<file path="src/hw/rtl/bpba_pkg.sv">
// Shared types, constants and codes for the block pool buffer allocator.
`default_nettype none

package bpba_pkg;

    // Pool geometry
    localparam int NUM_BLOCKS          = 64;
    localparam int BLOCK_HEADER_BYTES  = 32;
    localparam int BUFFER_HEADER_BYTES = 32;

    localparam int BLK_W      = $clog2(NUM_BLOCKS);
    localparam int CNT_W      = $clog2(NUM_BLOCKS + 1);
    localparam int SIZE_W     = 17;
    localparam int LEN_W      = 16;
    localparam int REF_W      = 16;
    localparam int BIU_W      = 7;
    localparam int OP_W       = 3;
    localparam int STATUS_W   = 3;
    localparam int CFG_IDX_W  = 2;
    localparam int CFG_DATA_W = 17;

    typedef logic [BLK_W-1:0]    blk_t;
    typedef logic [CNT_W-1:0]    cnt_t;
    typedef logic [SIZE_W-1:0]   size_t;
    typedef logic [LEN_W-1:0]    len_t;
    typedef logic [REF_W-1:0]    ref_t;
    typedef logic [BIU_W-1:0]    biu_t;
    typedef logic [OP_W-1:0]     op_code_t;
    typedef logic [STATUS_W-1:0] status_code_t;
    typedef logic [CFG_IDX_W-1:0]  cfg_idx_t;
    typedef logic [CFG_DATA_W-1:0] cfg_data_t;

    // Operation codes
    localparam op_code_t OP_ALLOC_BUF   = 3'd0;
    localparam op_code_t OP_ALLOC_WHOLE = 3'd1;
    localparam op_code_t OP_ADD_REF     = 3'd2;
    localparam op_code_t OP_RELEASE     = 3'd3;
    localparam op_code_t OP_TRIM        = 3'd4;

    // Status codes
    localparam status_code_t ST_OK           = 3'd0;
    localparam status_code_t ST_TOO_LONG     = 3'd1;
    localparam status_code_t ST_NO_BLOCK     = 3'd2;
    localparam status_code_t ST_TEMP_REFUSED = 3'd3;
    localparam status_code_t ST_NO_REMAINDER = 3'd4;

    // Configuration register indexes
    localparam cfg_idx_t CFG_BLOCK_SIZE    = 2'd0;
    localparam cfg_idx_t CFG_BLOCKS_IN_USE = 2'd1;
    localparam cfg_idx_t CFG_MIN_REMAINDER = 2'd2;

    // Register reset values
    localparam size_t BLOCK_SIZE_RST    = 17'd4096;
    localparam biu_t  BLOCKS_IN_USE_RST = 7'd64;
    localparam len_t  MIN_REMAINDER_RST = 16'd64;

    typedef struct packed {
        size_t block_size;
        cnt_t  pool;
        len_t  min_remainder;
    } cfg_t;

    typedef struct packed {
        op_code_t operation;
        len_t     length;
        blk_t     block_index;
        len_t     data_offset;
        logic     reserve_allowed;
        logic     is_temporary;
    } req_t;

    typedef struct packed {
        status_code_t status;
        blk_t         result_block;
        len_t         result_offset;
        len_t         result_length;
        cnt_t         free_blocks;
    } rsp_t;

    // Current block is held in registers; its ref count in memory is stale while valid.
    typedef struct packed {
        logic  cur_valid;
        blk_t  cur_block;
        ref_t  cur_ref;
        size_t cur_fill;
        cnt_t  free_count;
    } pool_state_t;

    typedef struct packed {
        logic we;
        blk_t addr;
        blk_t data;
    } stk_wr_t;

    typedef struct packed {
        logic we;
        blk_t addr;
        ref_t data;
    } ref_wr_t;

endpackage

`default_nettype wire

</file>
<file path="src/hw/rtl/block_pool_buffer_allocator_unit.sv">
// Top level of the block pool buffer allocator: config, request stage, state, response.
`default_nettype none

// Channel    | Handshake            | Payload
// -----------+----------------------+------------------------------------------------
// request    | req_valid/req_ready  | operation, length, block_index, data_offset,
//            |                      | reserve_allowed, is_temporary
// response   | res_valid/res_ready  | status, result_block, result_offset,
//            |                      | result_length, free_blocks
// config     | cfg_we (no wait)     | cfg_index, cfg_data
//
// One request per cycle sustained while responses are taken; a response passes
// through the request register, then decode into the response register.
// The ref count and free stack memories are read ahead of decode, so the decode
// of each request sees every write of the one before it through forwarding.
// Reset needs no clearing pass: valid bits stand in for never-written entries.
// A held response stalls the request register, and req_ready drops only when
// both are full and the response is not being taken.

module block_pool_buffer_allocator_unit (
    input  wire                       clk,
    input  wire                       rst_n,

    input  wire                       cfg_we,
    input  bpba_pkg::cfg_idx_t        cfg_index,
    input  bpba_pkg::cfg_data_t       cfg_data,

    input  wire                       req_valid,
    output logic                      req_ready,
    input  bpba_pkg::op_code_t        operation,
    input  bpba_pkg::len_t            length,
    input  bpba_pkg::blk_t            block_index,
    input  bpba_pkg::len_t            data_offset,
    input  wire                       reserve_allowed,
    input  wire                       is_temporary,

    output logic                      res_valid,
    input  wire                       res_ready,
    output bpba_pkg::status_code_t    status,
    output bpba_pkg::blk_t            result_block,
    output bpba_pkg::len_t            result_offset,
    output bpba_pkg::len_t            result_length,
    output bpba_pkg::cnt_t            free_blocks
);
    import bpba_pkg::*;

    // Pool size is blocks_in_use clamped to the physical block count.
    function automatic cnt_t clamp_pool(input biu_t v);
        cnt_t r;
        r = cnt_t'(v);
        if (int'(v) > NUM_BLOCKS)
        begin
            r = cnt_t'(NUM_BLOCKS);
        end
        return r;
    endfunction

    // Configuration registers
    size_t block_size_reg;
    biu_t  blocks_in_use_reg;
    len_t  min_remainder_reg;

    // Request stage, pool state, response stage
    logic        req_valid_reg;
    req_t        req_reg;
    pool_state_t st_reg;
    logic        res_valid_reg;
    rsp_t        res_reg;

    cfg_t        cfg;
    req_t        req_in;
    logic        accept;
    logic        fire;
    logic        rebuild;
    cnt_t        new_pool;
    cnt_t        cnt_next;

    pool_state_t st_next;
    stk_wr_t     exec_stk_wr;
    ref_wr_t     exec_ref_wr;
    stk_wr_t     stk_wr;
    ref_wr_t     ref_wr;
    rsp_t        rsp;
    blk_t        stk_top;
    ref_t        ref_rd;

    assign cfg.block_size    = block_size_reg;
    assign cfg.pool          = clamp_pool(blocks_in_use_reg);
    assign cfg.min_remainder = min_remainder_reg;

    assign req_in.operation       = operation;
    assign req_in.length          = length;
    assign req_in.block_index     = block_index;
    assign req_in.data_offset     = data_offset;
    assign req_in.reserve_allowed = reserve_allowed;
    assign req_in.is_temporary    = is_temporary;

    // Decode fires when the response register is free or being drained.
    assign fire      = req_valid_reg && (!res_valid_reg || res_ready);
    assign req_ready = !req_valid_reg || fire;
    assign accept    = req_valid && req_ready;

    // A blocks_in_use write rebuilds the stack and drops the current block.
    assign rebuild  = cfg_we && (cfg_index == CFG_BLOCKS_IN_USE);
    assign new_pool = clamp_pool(cfg_data[BIU_W-1:0]);

    always_comb
    begin
        if (rebuild)
        begin
            cnt_next = new_pool;
        end
        else if (fire)
        begin
            cnt_next = st_next.free_count;
        end
        else
        begin
            cnt_next = st_reg.free_count;
        end
    end

    // On a rebuild the current block's live count is written back to memory.
    always_comb
    begin
        stk_wr = '0;
        ref_wr = '0;
        if (rebuild)
        begin
            ref_wr.we   = st_reg.cur_valid;
            ref_wr.addr = st_reg.cur_block;
            ref_wr.data = st_reg.cur_ref;
        end
        else if (fire)
        begin
            stk_wr = exec_stk_wr;
            ref_wr = exec_ref_wr;
        end
    end

    bpba_stack u_stack (
        .clk      (clk),
        .rst_n    (rst_n),
        .rebuild  (rebuild),
        .wr       (stk_wr),
        .cnt_next (cnt_next),
        .pool     (cfg.pool),
        .top      (stk_top)
    );

    bpba_refs u_refs (
        .clk     (clk),
        .rst_n   (rst_n),
        .wr      (ref_wr),
        .rd_en   (accept),
        .rd_addr (block_index),
        .rd_data (ref_rd)
    );

    bpba_exec u_exec (
        .req     (req_reg),
        .st      (st_reg),
        .cfg     (cfg),
        .stk_top (stk_top),
        .ref_rd  (ref_rd),
        .st_next (st_next),
        .stk_wr  (exec_stk_wr),
        .ref_wr  (exec_ref_wr),
        .rsp     (rsp)
    );

    // Configuration
    always_ff @(posedge clk or negedge rst_n)
    begin
        if (!rst_n)
        begin
            block_size_reg    <= BLOCK_SIZE_RST;
            blocks_in_use_reg <= BLOCKS_IN_USE_RST;
            min_remainder_reg <= MIN_REMAINDER_RST;
        end
        else if (cfg_we)
        begin
            unique case (cfg_index)
                CFG_BLOCK_SIZE:    block_size_reg    <= cfg_data[SIZE_W-1:0];
                CFG_BLOCKS_IN_USE: blocks_in_use_reg <= cfg_data[BIU_W-1:0];
                CFG_MIN_REMAINDER: min_remainder_reg <= cfg_data[LEN_W-1:0];
                default:           block_size_reg    <= block_size_reg;
            endcase
        end
    end

    // Pool state
    always_ff @(posedge clk or negedge rst_n)
    begin
        if (!rst_n)
        begin
            st_reg.cur_valid  <= 1'b0;
            st_reg.cur_block  <= '0;
            st_reg.cur_ref    <= '0;
            st_reg.cur_fill   <= '0;
            st_reg.free_count <= clamp_pool(BLOCKS_IN_USE_RST);
        end
        else if (rebuild)
        begin
            st_reg.free_count <= new_pool;
            st_reg.cur_valid  <= 1'b0;
            st_reg.cur_block  <= '0;
        end
        else if (fire)
        begin
            st_reg <= st_next;
        end
    end

    // Request and response handshake control
    always_ff @(posedge clk or negedge rst_n)
    begin
        if (!rst_n)
        begin
            req_valid_reg <= 1'b0;
            res_valid_reg <= 1'b0;
        end
        else
        begin
            if (accept)
            begin
                req_valid_reg <= 1'b1;
            end
            else if (fire)
            begin
                req_valid_reg <= 1'b0;
            end

            if (fire)
            begin
                res_valid_reg <= 1'b1;
            end
            else if (res_ready)
            begin
                res_valid_reg <= 1'b0;
            end
        end
    end

    // Payload registers
    always_ff @(posedge clk)
    begin
        if (accept)
        begin
            req_reg <= req_in;
        end
        if (fire)
        begin
            res_reg <= rsp;
        end
    end

    assign res_valid     = res_valid_reg;
    assign status        = res_reg.status;
    assign result_block  = res_reg.result_block;
    assign result_offset = res_reg.result_offset;
    assign result_length = res_reg.result_length;
    assign free_blocks   = res_reg.free_blocks;

endmodule

`default_nettype wire

</file>
<file path="src/hw/rtl/bpba_stack.sv">
// Free block stack: memory with per-entry valid bits and a registered top read.
`default_nettype none

module bpba_stack (
    input  wire                  clk,
    input  wire                  rst_n,
    input  wire                  rebuild,
    input  bpba_pkg::stk_wr_t    wr,
    input  bpba_pkg::cnt_t       cnt_next,
    input  bpba_pkg::cnt_t       pool,
    output bpba_pkg::blk_t       top
);
    import bpba_pkg::*;

    blk_t                  mem [NUM_BLOCKS];
    logic [NUM_BLOCKS-1:0] vld_reg;
    blk_t                  rd_reg;
    blk_t                  addr_reg;
    logic                  vld_bit_reg;
    logic                  fwd_reg;
    blk_t                  fwd_data_reg;

    cnt_t raddr_full;
    blk_t raddr;
    cnt_t dflt;

    // Read the entry that will be on top after this edge.
    assign raddr_full = cnt_next - cnt_t'(1);
    assign raddr      = raddr_full[BLK_W-1:0];

    always_ff @(posedge clk)
    begin
        if (wr.we)
        begin
            mem[wr.addr] <= wr.data;
        end
        rd_reg       <= mem[raddr];
        addr_reg     <= raddr;
        fwd_data_reg <= wr.data;
    end

    always_ff @(posedge clk or negedge rst_n)
    begin
        if (!rst_n)
        begin
            vld_reg     <= '0;
            vld_bit_reg <= 1'b0;
            fwd_reg     <= 1'b0;
        end
        else
        begin
            if (rebuild)
            begin
                vld_reg <= '0;
            end
            else if (wr.we)
            begin
                vld_reg[wr.addr] <= 1'b1;
            end
            vld_bit_reg <= vld_reg[raddr] && !rebuild;
            fwd_reg     <= wr.we && (wr.addr == raddr);
        end
    end

    // Unwritten entries hold the rebuilt order: pool-1 at the bottom, 0 on top.
    assign dflt = pool - cnt_t'(1) - cnt_t'(addr_reg);

    always_comb
    begin
        if (fwd_reg)
        begin
            top = fwd_data_reg;
        end
        else if (vld_bit_reg)
        begin
            top = rd_reg;
        end
        else
        begin
            top = dflt[BLK_W-1:0];
        end
    end

endmodule

`default_nettype wire

</file>
<file path="src/hw/rtl/bpba_refs.sv">
// Reference count memory with valid bits, registered read and write forwarding.
`default_nettype none

module bpba_refs (
    input  wire                  clk,
    input  wire                  rst_n,
    input  bpba_pkg::ref_wr_t    wr,
    input  wire                  rd_en,
    input  bpba_pkg::blk_t       rd_addr,
    output bpba_pkg::ref_t       rd_data
);
    import bpba_pkg::*;

    ref_t                  mem [NUM_BLOCKS];
    logic [NUM_BLOCKS-1:0] vld_reg;
    ref_t                  rd_reg;
    logic                  vld_bit_reg;
    logic                  fwd_reg;
    ref_t                  fwd_data_reg;

    always_ff @(posedge clk)
    begin
        if (wr.we)
        begin
            mem[wr.addr] <= wr.data;
        end
        if (rd_en)
        begin
            rd_reg       <= mem[rd_addr];
            fwd_data_reg <= wr.data;
        end
    end

    always_ff @(posedge clk or negedge rst_n)
    begin
        if (!rst_n)
        begin
            vld_reg     <= '0;
            vld_bit_reg <= 1'b0;
            fwd_reg     <= 1'b0;
        end
        else
        begin
            if (wr.we)
            begin
                vld_reg[wr.addr] <= 1'b1;
            end
            if (rd_en)
            begin
                vld_bit_reg <= vld_reg[rd_addr];
                fwd_reg     <= wr.we && (wr.addr == rd_addr);
            end
        end
    end

    // Never-written counts read as zero.
    assign rd_data = fwd_reg ? fwd_data_reg : (vld_bit_reg ? rd_reg : '0);

endmodule

`default_nettype wire

</file>
<file path="src/hw/rtl/bpba_exec.sv">
// Single-pass request decode: next pool state, memory writes and response.
`default_nettype none

module bpba_exec (
    input  bpba_pkg::req_t        req,
    input  bpba_pkg::pool_state_t st,
    input  bpba_pkg::cfg_t        cfg,
    input  bpba_pkg::blk_t        stk_top,
    input  bpba_pkg::ref_t        ref_rd,
    output bpba_pkg::pool_state_t st_next,
    output bpba_pkg::stk_wr_t     stk_wr,
    output bpba_pkg::ref_wr_t     ref_wr,
    output bpba_pkg::rsp_t        rsp
);
    import bpba_pkg::*;

    localparam size_t BUF_HDR     = size_t'(BUFFER_HEADER_BYTES);
    localparam size_t BLK_HDR     = size_t'(BLOCK_HEADER_BYTES);
    localparam size_t FIRST_DATA  = size_t'(BLOCK_HEADER_BYTES + BUFFER_HEADER_BYTES);
    localparam size_t WHOLE_OVH   = size_t'(BLOCK_HEADER_BYTES + 2 * BUFFER_HEADER_BYTES);
    localparam ref_t  REF_MAX     = '1;

    function automatic len_t sat_len(input size_t v);
        len_t r;
        r = v[LEN_W-1:0];
        if (v > size_t'({LEN_W{1'b1}}))
        begin
            r = '1;
        end
        return r;
    endfunction

    function automatic ref_t ref_inc(input ref_t v);
        return (v == REF_MAX) ? v : v + ref_t'(1);
    endfunction

    logic [SIZE_W:0] len_need;
    logic [SIZE_W:0] fit_need;
    logic            too_long;
    logic            fits;
    size_t           cur_data;
    logic            whole_ok;
    size_t           whole_len;
    logic            idx_ok;
    logic            is_cur;
    ref_t            ref_val;
    logic            room;
    logic            rel;
    logic            rel_dec;
    logic            rel_push;
    cnt_t            cnt1;
    logic            can1;
    logic            can0;
    blk_t            pop_blk;
    size_t           tfill;
    size_t           left;
    logic            carve_ok;
    size_t           rlen;
    size_t           tdata;

    assign len_need  = (SIZE_W+1)'(req.length) + (SIZE_W+1)'(FIRST_DATA);
    assign too_long  = len_need > (SIZE_W+1)'(cfg.block_size);
    assign fit_need  = (SIZE_W+1)'(st.cur_fill) + (SIZE_W+1)'(BUF_HDR)
                     + (SIZE_W+1)'(req.length);
    assign fits      = fit_need <= (SIZE_W+1)'(cfg.block_size);
    assign cur_data  = st.cur_fill + BUF_HDR;

    assign whole_ok  = cfg.block_size >= WHOLE_OVH;
    assign whole_len = cfg.block_size - WHOLE_OVH;

    assign idx_ok    = cnt_t'(req.block_index) < cfg.pool;
    assign is_cur    = st.cur_valid && (req.block_index == st.cur_block);
    assign ref_val   = is_cur ? st.cur_ref : ref_rd;
    assign room      = st.free_count < cnt_t'(NUM_BLOCKS);

    // alloc_buf: drop a full current block, then pop if needed
    assign rel       = st.cur_valid && !fits;
    assign rel_dec   = rel && (st.cur_ref != '0);
    assign rel_push  = rel_dec && (st.cur_ref == ref_t'(1)) && room;
    assign cnt1      = st.free_count + cnt_t'(rel_push);
    assign can1      = req.reserve_allowed ? (cnt1 != '0) : (cnt1 >= cnt_t'(2));
    assign can0      = req.reserve_allowed ? (st.free_count != '0)
                                           : (st.free_count >= cnt_t'(2));
    assign pop_blk   = rel_push ? st.cur_block : stk_top;

    // trim
    assign tfill     = size_t'(req.data_offset) + size_t'(req.length);
    assign left      = (tfill > cfg.block_size) ? '0 : cfg.block_size - tfill;
    assign carve_ok  = (left >= size_t'(cfg.min_remainder)) && (left >= BUF_HDR);
    assign rlen      = left - BUF_HDR;
    assign tdata     = tfill + BUF_HDR;

    always_comb
    begin
        st_next           = st;
        stk_wr            = '0;
        ref_wr            = '0;
        rsp               = '0;
        rsp.status        = ST_OK;

        unique case (req.operation)
            OP_ALLOC_BUF:
            begin
                if (too_long)
                begin
                    rsp.status = ST_TOO_LONG;
                end
                else
                begin
                    if (rel)
                    begin
                        st_next.cur_valid = 1'b0;
                        ref_wr.we   = 1'b1;
                        ref_wr.addr = st.cur_block;
                        ref_wr.data = rel_dec ? st.cur_ref - ref_t'(1) : st.cur_ref;
                        if (rel_push)
                        begin
                            stk_wr.we   = 1'b1;
                            stk_wr.addr = st.free_count[BLK_W-1:0];
                            stk_wr.data = st.cur_block;
                        end
                    end
                    st_next.free_count = cnt1;
                    if (!st.cur_valid || rel)
                    begin
                        if (can1)
                        begin
                            st_next.cur_valid  = 1'b1;
                            st_next.cur_block  = pop_blk;
                            st_next.cur_ref    = ref_t'(2);
                            st_next.cur_fill   = FIRST_DATA + size_t'(req.length);
                            st_next.free_count = cnt1 - cnt_t'(1);
                            rsp.result_block   = pop_blk;
                            rsp.result_offset  = FIRST_DATA[LEN_W-1:0];
                            rsp.result_length  = req.length;
                        end
                        else
                        begin
                            rsp.status = ST_NO_BLOCK;
                        end
                    end
                    else
                    begin
                        st_next.cur_ref   = ref_inc(st.cur_ref);
                        st_next.cur_fill  = fit_need[SIZE_W-1:0];
                        rsp.result_block  = st.cur_block;
                        rsp.result_offset = cur_data[LEN_W-1:0];
                        rsp.result_length = req.length;
                    end
                end
            end

            OP_ALLOC_WHOLE:
            begin
                if (!whole_ok)
                begin
                    rsp.status = ST_TOO_LONG;
                end
                else if (!can0)
                begin
                    rsp.status = ST_NO_BLOCK;
                end
                else
                begin
                    st_next.free_count = st.free_count - cnt_t'(1);
                    if (st.cur_valid && (stk_top == st.cur_block))
                    begin
                        st_next.cur_ref  = ref_t'(1);
                        st_next.cur_fill = cfg.block_size - BLK_HDR;
                    end
                    else
                    begin
                        ref_wr.we   = 1'b1;
                        ref_wr.addr = stk_top;
                        ref_wr.data = ref_t'(1);
                    end
                    rsp.result_block  = stk_top;
                    rsp.result_offset = FIRST_DATA[LEN_W-1:0];
                    rsp.result_length = sat_len(whole_len);
                end
            end

            OP_ADD_REF:
            begin
                if (req.is_temporary)
                begin
                    rsp.status = ST_TEMP_REFUSED;
                end
                else if (idx_ok)
                begin
                    if (is_cur)
                    begin
                        st_next.cur_ref = ref_inc(ref_val);
                    end
                    else
                    begin
                        ref_wr.we   = 1'b1;
                        ref_wr.addr = req.block_index;
                        ref_wr.data = ref_inc(ref_val);
                    end
                    rsp.result_block = req.block_index;
                end
            end

            OP_RELEASE:
            begin
                if (req.is_temporary)
                begin
                    rsp.status = ST_TEMP_REFUSED;
                end
                else if (idx_ok && (ref_val != '0))
                begin
                    if (is_cur)
                    begin
                        st_next.cur_ref = ref_val - ref_t'(1);
                    end
                    else
                    begin
                        ref_wr.we   = 1'b1;
                        ref_wr.addr = req.block_index;
                        ref_wr.data = ref_val - ref_t'(1);
                    end
                    // last reference gone: block goes back on the stack if it has room
                    if ((ref_val == ref_t'(1)) && room)
                    begin
                        stk_wr.we   = 1'b1;
                        stk_wr.addr = st.free_count[BLK_W-1:0];
                        stk_wr.data = req.block_index;
                        st_next.free_count = st.free_count + cnt_t'(1);
                    end
                end
            end

            OP_TRIM:
            begin
                if (!idx_ok)
                begin
                    rsp.status = ST_NO_REMAINDER;
                end
                else
                begin
                    if (is_cur)
                    begin
                        st_next.cur_fill = carve_ok ? cfg.block_size : tfill;
                    end
                    if (carve_ok)
                    begin
                        if (is_cur)
                        begin
                            st_next.cur_ref = ref_inc(ref_val);
                        end
                        else
                        begin
                            ref_wr.we   = 1'b1;
                            ref_wr.addr = req.block_index;
                            ref_wr.data = ref_inc(ref_val);
                        end
                        rsp.result_block  = req.block_index;
                        rsp.result_offset = tdata[LEN_W-1:0];
                        rsp.result_length = sat_len(rlen);
                    end
                    else
                    begin
                        rsp.status = ST_NO_REMAINDER;
                    end
                end
            end

            default:
            begin
                rsp.status = ST_OK;
            end
        endcase

        rsp.free_blocks = st_next.free_count;
    end

endmodule

`default_nettype wire

</file>
<file path="config.mk">
export PLATFORM = sky130hd
export DESIGN_NAME = block_pool_buffer_allocator_unit
export DESIGN_NICKNAME = d
export VERILOG_FILES = /design/src/hw/rtl/bpba_pkg.sv /design/src/hw/rtl/block_pool_buffer_allocator_unit.sv /design/src/hw/rtl/bpba_stack.sv /design/src/hw/rtl/bpba_refs.sv /design/src/hw/rtl/bpba_exec.sv
export SDC_FILE = /design/constraint.sdc
export NUM_CORES = 2
export LEC_CHECK = 0
export ABC_CLOCK_PERIOD_IN_PS = 12600
export BUFFER_PORTS_ARGS = -buffer_cell sky130_fd_sc_hd__buf_2
export CAP_MARGIN = 20
export CORE_MARGIN = 5
export CORE_UTILIZATION = 55
export CTS_CLUSTER_SIZE = 25
export DETAILED_ROUTE_END_ITERATION = 10
export PLACE_DENSITY = 0.76
export SLEW_MARGIN = 20
export SYNTH_ARGS = -nofsm -noshare
export SYNTH_HDL_FRONTEND = slang
export SYNTH_SLANG_ARGS = --single-unit
</file>
<file path="constraint.sdc">
create_clock -name clk -period 12.6 [get_ports clk]
set_clock_uncertainty 0.2 [all_clocks]
set_input_delay 0.63 -clock clk [delete_from_list [all_inputs] [get_ports clk]]
set_output_delay 0.63 -clock clk [all_outputs]
set_load 0.02 [all_outputs]
</file>
# Yosys cells after proc, flatten, opt, wreduce, memory -nomap -nowiden
# Memory sizes are Yosys's and may differ from the RTL's. A register that Yosys moved wholly into a read port is not among the register bits.
# Cells that the tools add are included.
dict set report totals {
  ff_bits 340
  ramBits 1408
  inputBits 67
  out_inout_bits 50
  word_cells 266
  memories 2
}
# name depth width read_ports rd_clocked_by_memory_dff write_ports line_no
set mem_list {}
lappend mem_list {u_refs.mem 64 16 1 1 1 bpba_refs.sv:14} ;# ref_t mem [NUM_BLOCKS];
lappend mem_list {u_stack.mem 64 6 1 1 1 bpba_stack.sv:15} ;# blk_t mem [NUM_BLOCKS];
dict set report classes {
  n_addsub 22
  magnitude_cmp 20
  n_eq_ne 29
  n_mux 112
  n_bitwise 3
  n_reduce_logical 48
}
# operator count
set ops {}
lappend ops {{$mux W23} 15}
lappend ops {{$mux W38} 7}
lappend ops {{$mux W16} 15}
lappend ops {{$mux W47} 3}
lappend ops {{$mux W64} 2}
lappend ops {{$or A64 B64 Y64} 2}
lappend ops {{$pmux W23 S5} 1}
lappend ops {{$mux W13} 8}
lappend ops {{$mux W33} 3}
lappend ops {{$pmux W32 S3} 1}
lappend ops {{$mux W40} 2}
lappend ops {{$pmux W16 S5} 1}
lappend ops {{$mux W7} 10}
lappend ops {{$mux W17} 3}
lappend ops {{$pmux W17 S3} 1}
lappend ops {{$mux W6} 7}
lappend ops {{$gt A17 B16 Y1 const B} 2}
lappend ops {{$sub A17 B6 Y17 const B} 2}
lappend ops {{$add A16 B1 Y16 const B} 2}
lappend ops {{$add A16 B6 Y16 const B} 2}
lappend ops {{$eq A16 B1 Y1 const B} 2}
lappend ops {{$eq A16 B16 Y1 const B} 2}
lappend ops {{$reduce_bool A16 Y1} 2}
lappend ops {{$sub A16 B1 Y16 const B} 2}
lappend ops {{other kinds (58)} 137}

# Logic depth before layout (Yosys ltp)
dict set report depth {
  depth_word 21
  depth_mapped 46
}

# Cells and area by module
# A second synthesis with hierarchy kept.
dict set report hier_totals {
  hier_cells 5062
  hier_area_um2 79277.3
}
# mod instances cells_each area_per_inst_um2 seq_area_each_um2
set modules_own_cells {}
lappend modules_own_cells {bpba_refs 1 1977 42832.3 33362.0}
lappend modules_own_cells {bpba_stack 1 1004 18738.0 13543.0}
lappend modules_own_cells {bpba_exec 1 1681 11114.4 0.0}
lappend modules_own_cells {block_pool_buffer_allocator_unit 1 400 6592.6 4964.8}

# Worst setup path before layout
# No wires, ideal clock.
dict set report synth_timing {
  kind {register -> register}
  from {register req_reg[24] (netlist name)}
  to {register u_refs.fwd_data_reg[10] (data pin)}
  setup_time_ns 0.710
  arrival_ns 9.870
  slack_ns 1.821
  stages_incl_launch_ff 38
  n_path_buf 4
  synth_period_minus_slack_ns 10.779
  path_cell_list {edfxtp_1 -> ha_1 -> fa_1 -> a21o_1 -> a21oi_1 -> o21bai_1 -> a21oi_1 -> o21bai_1 -> a21oi_1 -> o21bai_1 -> a2111oi_0 -> nor2_1 -> xor2_1 -> inv_1 -> ha_1 -> clkbuf_1 -> a21o_1 -> a21oi_1 -> (+2 left out) -> a211oi_1 -> clkbuf_1 -> clkbuf_1 -> nor2_1 -> ha_1 -> a41oi_1 -> a21boi_0 -> o21a_1 -> o21a_1 -> o211ai_1 -> a21o_1 -> o211ai_1 -> and2_1 -> nand3_1 -> a21oi_1 -> clkbuf_1 -> a222oi_1 -> o21ai_0}
}
# item line_no
set synth_rtl {}
lappend synth_rtl {{start, declared} block_pool_buffer_allocator_unit.sv:65} ;# req_t req_reg;
lappend synth_rtl {{start signal, assigned} block_pool_buffer_allocator_unit.sv:250} ;# req_reg <= req_in;
lappend synth_rtl {{end signal, assigned} bpba_refs.sv:30} ;# fwd_data_reg <= wr.data;
lappend synth_rtl {{end, declared} bpba_refs.sv:19} ;# ref_t fwd_data_reg;

==> impl_metrics.csv <==
group,metric,value,unit
outcome,outcome,"finished, final reports clean",
global_routing,grt_overflow,0,
yosys,syn_inst,4726,
final_layout,largest_reg_flops,1024,
worst_setup_path,cp.required,13080,ps
routing,avgViaCountPerCell,6.59,
yosys,yosys_warnings,0,
timing,period_share,91.0,%
power,p_per_area,176,nW/um^2
final_layout,largest_register,"u_refs.mem",
worst_setup_path,setup.worst_path.class,"reg -> reg",
final_layout,fill_cells,9904,
yosys,synthTopCellsByArea,"edfxtp_1 (59%), mux4_2 (14%), dfrtp_1 (7.0%), ha_1 (2.4%), nor2_1 (1.5%)",
cts,clock-sinks,1770,
cts,root_buffer,"clkbuf_16",
final_layout,syn2layout_area_growth,12.6,%
timing,finalSetupViolCount,0,
cts,htree_levels,4,
routing,via_count,46200,
place,place_ws,851,ps
yosys,synth-seq-area-share,66.5,%
floorplanning,num_io_pins,117,
routing,ant_nets,0,
place,placedCellCount,6614,
floorplanning,initial_core_util,55.2,%
cts,cts.clk_slew.worst_paths,70,ps
yosys,yosysMostFrequentCell,"edfxtp_1",
final_layout,fin_nets,5181,
place,numPortBuffers,116,
timing,grt_setup_unrepaired,"no",
timing,relSlewSlack,22.8,%
worst_setup_path,cp-start-kind,"register",
yosys,syn_nets,4945,
worst_setup_path,cp_slowest_cell,"inv_4",
global_routing,grt_pass1_vias,46300,
yosys,synth_edf_count,1531,
routing,dr.pass1.iters,6,
timing,timing.fmax,87.2,MHz
run,drv_cap,0,
yosys,synthesis.area,78000,sq um
place,place.gp.congestion,0.943,
worst_setup_path,path_common_cell,"ha_1",
yosys,ys.flop_type,"edfxtp_1",
yosys,ys_ff_latch,1770,
timing,worstMarginPinSlew,1130,ps
timing,finalHoldViolCount,0,
yosys,avgSynthCellArea,16.5,sq um
power,peakVddDrop,0.000197,V
floorplanning,row_count,138,
floorplanning,dieWidth,386,um
power,leakagePower,0.0310,uW
yosys,synth_top_area_cell,"edfxtp_1",
worst_hold_path,min_path_type,"in -> reg",
place,hpwlAfterDp,129000,um
global_routing,grt_pass1_wl,309000,um
cts,clockBufferDepth,3,
final_layout,top_regs,"u_refs.mem x1024, u_stack.mem x384",
yosys,synth_top_area_share,59.0,%
yosys,async_flop_share,12.5,%
worst_setup_path,cpPeakStageDelay,550,ps
cts,cts_made_buffers,175,
timing,setup_slack,1130,ps
worst_setup_path,worstPathMaxFanout,51,
routing,drt_wl_total,208000,um
final_layout,drive_above_1_share,21.5,%
worst_setup_path,endpoint_kind,"register",
worst_setup_path,worstPathArrival,11950,ps
timing,setup_tns,0,ps
routing,drt_iter0_drc,5635,
routing,drc,0,
global_routing,antenna_found_initial,7,
cts,cts_tree,"built",
floorplanning,die_area,149000,sq um
timing,drv_slew,0,
final_layout,final_cells,7007,
yosys,yosysUniqueCellTypes,89,
timing,post-route-min-period,11470,ps
global_routing,track_usage,27.6,%
floorplanning,coreArea,141000,sq um
yosys,synth.cells.most_frequent,"edfxtp_1 (1531), mux4_2 (489), nor2_1 (308), nand2_1 (225), dfrtp_1 (217)",
floorplanning,die_y,386,um
global_routing,grt_max_degree,106,
routing,avgRoutedWirePerCell,29.6,um
cts,clock_latency,830,ps
final_layout,fin_util,62.2,%
## path summary, 6_finish.rpt
check | startpoint | to | slack (ps) | cells after the start
setup / recovery | req_reg[26]$_DFFE_PP_ | u_stack.rd_reg[4]$_DFF_P_ | 1130 | 42
hold / removal | block_index[5] | req_reg[23]$_DFFE_PP_ | 140 | 1
setup reg to reg | req_reg[26]$_DFFE_PP_ | u_stack.rd_reg[4]$_DFF_P_ | 1130 | 42
hold reg to reg | u_stack.vld_reg[24]$_DFFE_PN0P_ | u_stack.vld_reg[24]$_DFFE_PN0P_ | 270 | 1
max in group asynchronous | rst_n | blocks_in_use_reg[0]$_DFFE_PN0P_ | 10330 | 3
min in group asynchronous | rst_n | st_reg[16]$_DFFE_PN0P_ | 200 | 2
## what timing repair did
action | CTS | global route
resized for setup | 0 | 1
hold buffers | 59 | 0
setup buffers | 0 | 0
hold endpoints to repair | 155 | 0
setup endpoints to repair | 0 | 6
## metal layers
metal  vias up  global-route usage, %  share of wire [%]
met2      2711                   43.9                 48
met1     23700                   37.9                 38
li1      19300                      -                  -
met5         -                      0              0.012
met3       457                   6.14                9.8
met4         4                   10.7                4.2
## area by class of cell
| cell class | instances | area, sq um | share of cell area [%] |
|---|---|---|---|
| Clock inverter | 101 | 1160 | 1.32 |
| Antenna cell | 5 | 12.5 | 0.0143 |
| Clock buffer | 226 | 4730 | 5.38 |
| Multi-Input combinational cell | 2576 | 24900 | 28.3 |
| Tap cell | 1890 | 2360 | 2.69 |
| Sequential cell | 1770 | 51900 | 59.1 |
| Inverter | 129 | 493 | 0.562 |
| Timing Repair Buffer | 310 | 2280 | 2.60 |
## report_power, final
part	switching (uW)	internal, uW
Sequential	243	6530
Combinational	2040	1330
Clock	2290	3010
Total	4580	10900
## cells in the final DEF (no fill, tap or decap), types with 34 or more instances in the layout
| cell | Yosys | layout |
|---|---|---|
| a21o_1 | 90 | 90 |
| a21oi_1 | 163 | 162 |
| and3_1 | 44 | 44 |
| buf_2 | 21 | 111 |
| buf_4 | 0 | 132 |
| clkbuf_1 | 195 | 40 |
| clkbuf_16 | 0 | 179 |
| clkinv_2 | 0 | 34 |
| dfrtp_1 | 217 | 217 |
| dlygate4sd3_1 | 0 | 59 |
| edfxtp_1 | 1531 | 1531 |
| ha_1 | 148 | 148 |
| inv_1 | 125 | 123 |
| mux4_2 | 489 | 489 |
| nand2_1 | 225 | 225 |
| nand3_1 | 121 | 121 |
| nand4_1 | 36 | 36 |
| nor2_1 | 308 | 299 |
| nor3_1 | 62 | 62 |
| o21ai_0 | 166 | 157 |
| o21bai_1 | 59 | 59 |
| xnor2_1 | 119 | 117 |
| xor2_1 | 50 | 50 |
## kinds of logic (layout without fill, tap and decap cells)
kind of cell	count (synthesis)	count (layout)	synth area share, %
XOR/XNOR	170	170	1.92
multiplexers	538	538	14.9
buffers and inverters	380	766	1.90
flip-flops	1770	1770	66.5
other	0	5	0
AO/OA/AOI/OAI	752	752	6.41
adder cells (fa/ha/maj)	152	152	2.48
AND/OR/NAND/NOR	964	964	5.88
## metrics by stage
step	hold slack, ps	cell area, sq um	power [uW]
floorplan	134	78000	9180
global placement	247	81200	10100
detailed placement	251	81200	10200
CTS	82.8	87700	15500
global route	111	87800	16100
finish	137	87800	15400
## critical path: cells and delay by family (launching register included)
kind	cells	cell delay, ps
compound gates	18	4070
xor+xnor	1	180
fa+ha+maj	6	1900
buf+inv	6	2010
flops	1	480
mux	3	1230
simple gates	8	1210
(Power assumes the default switching activity.)
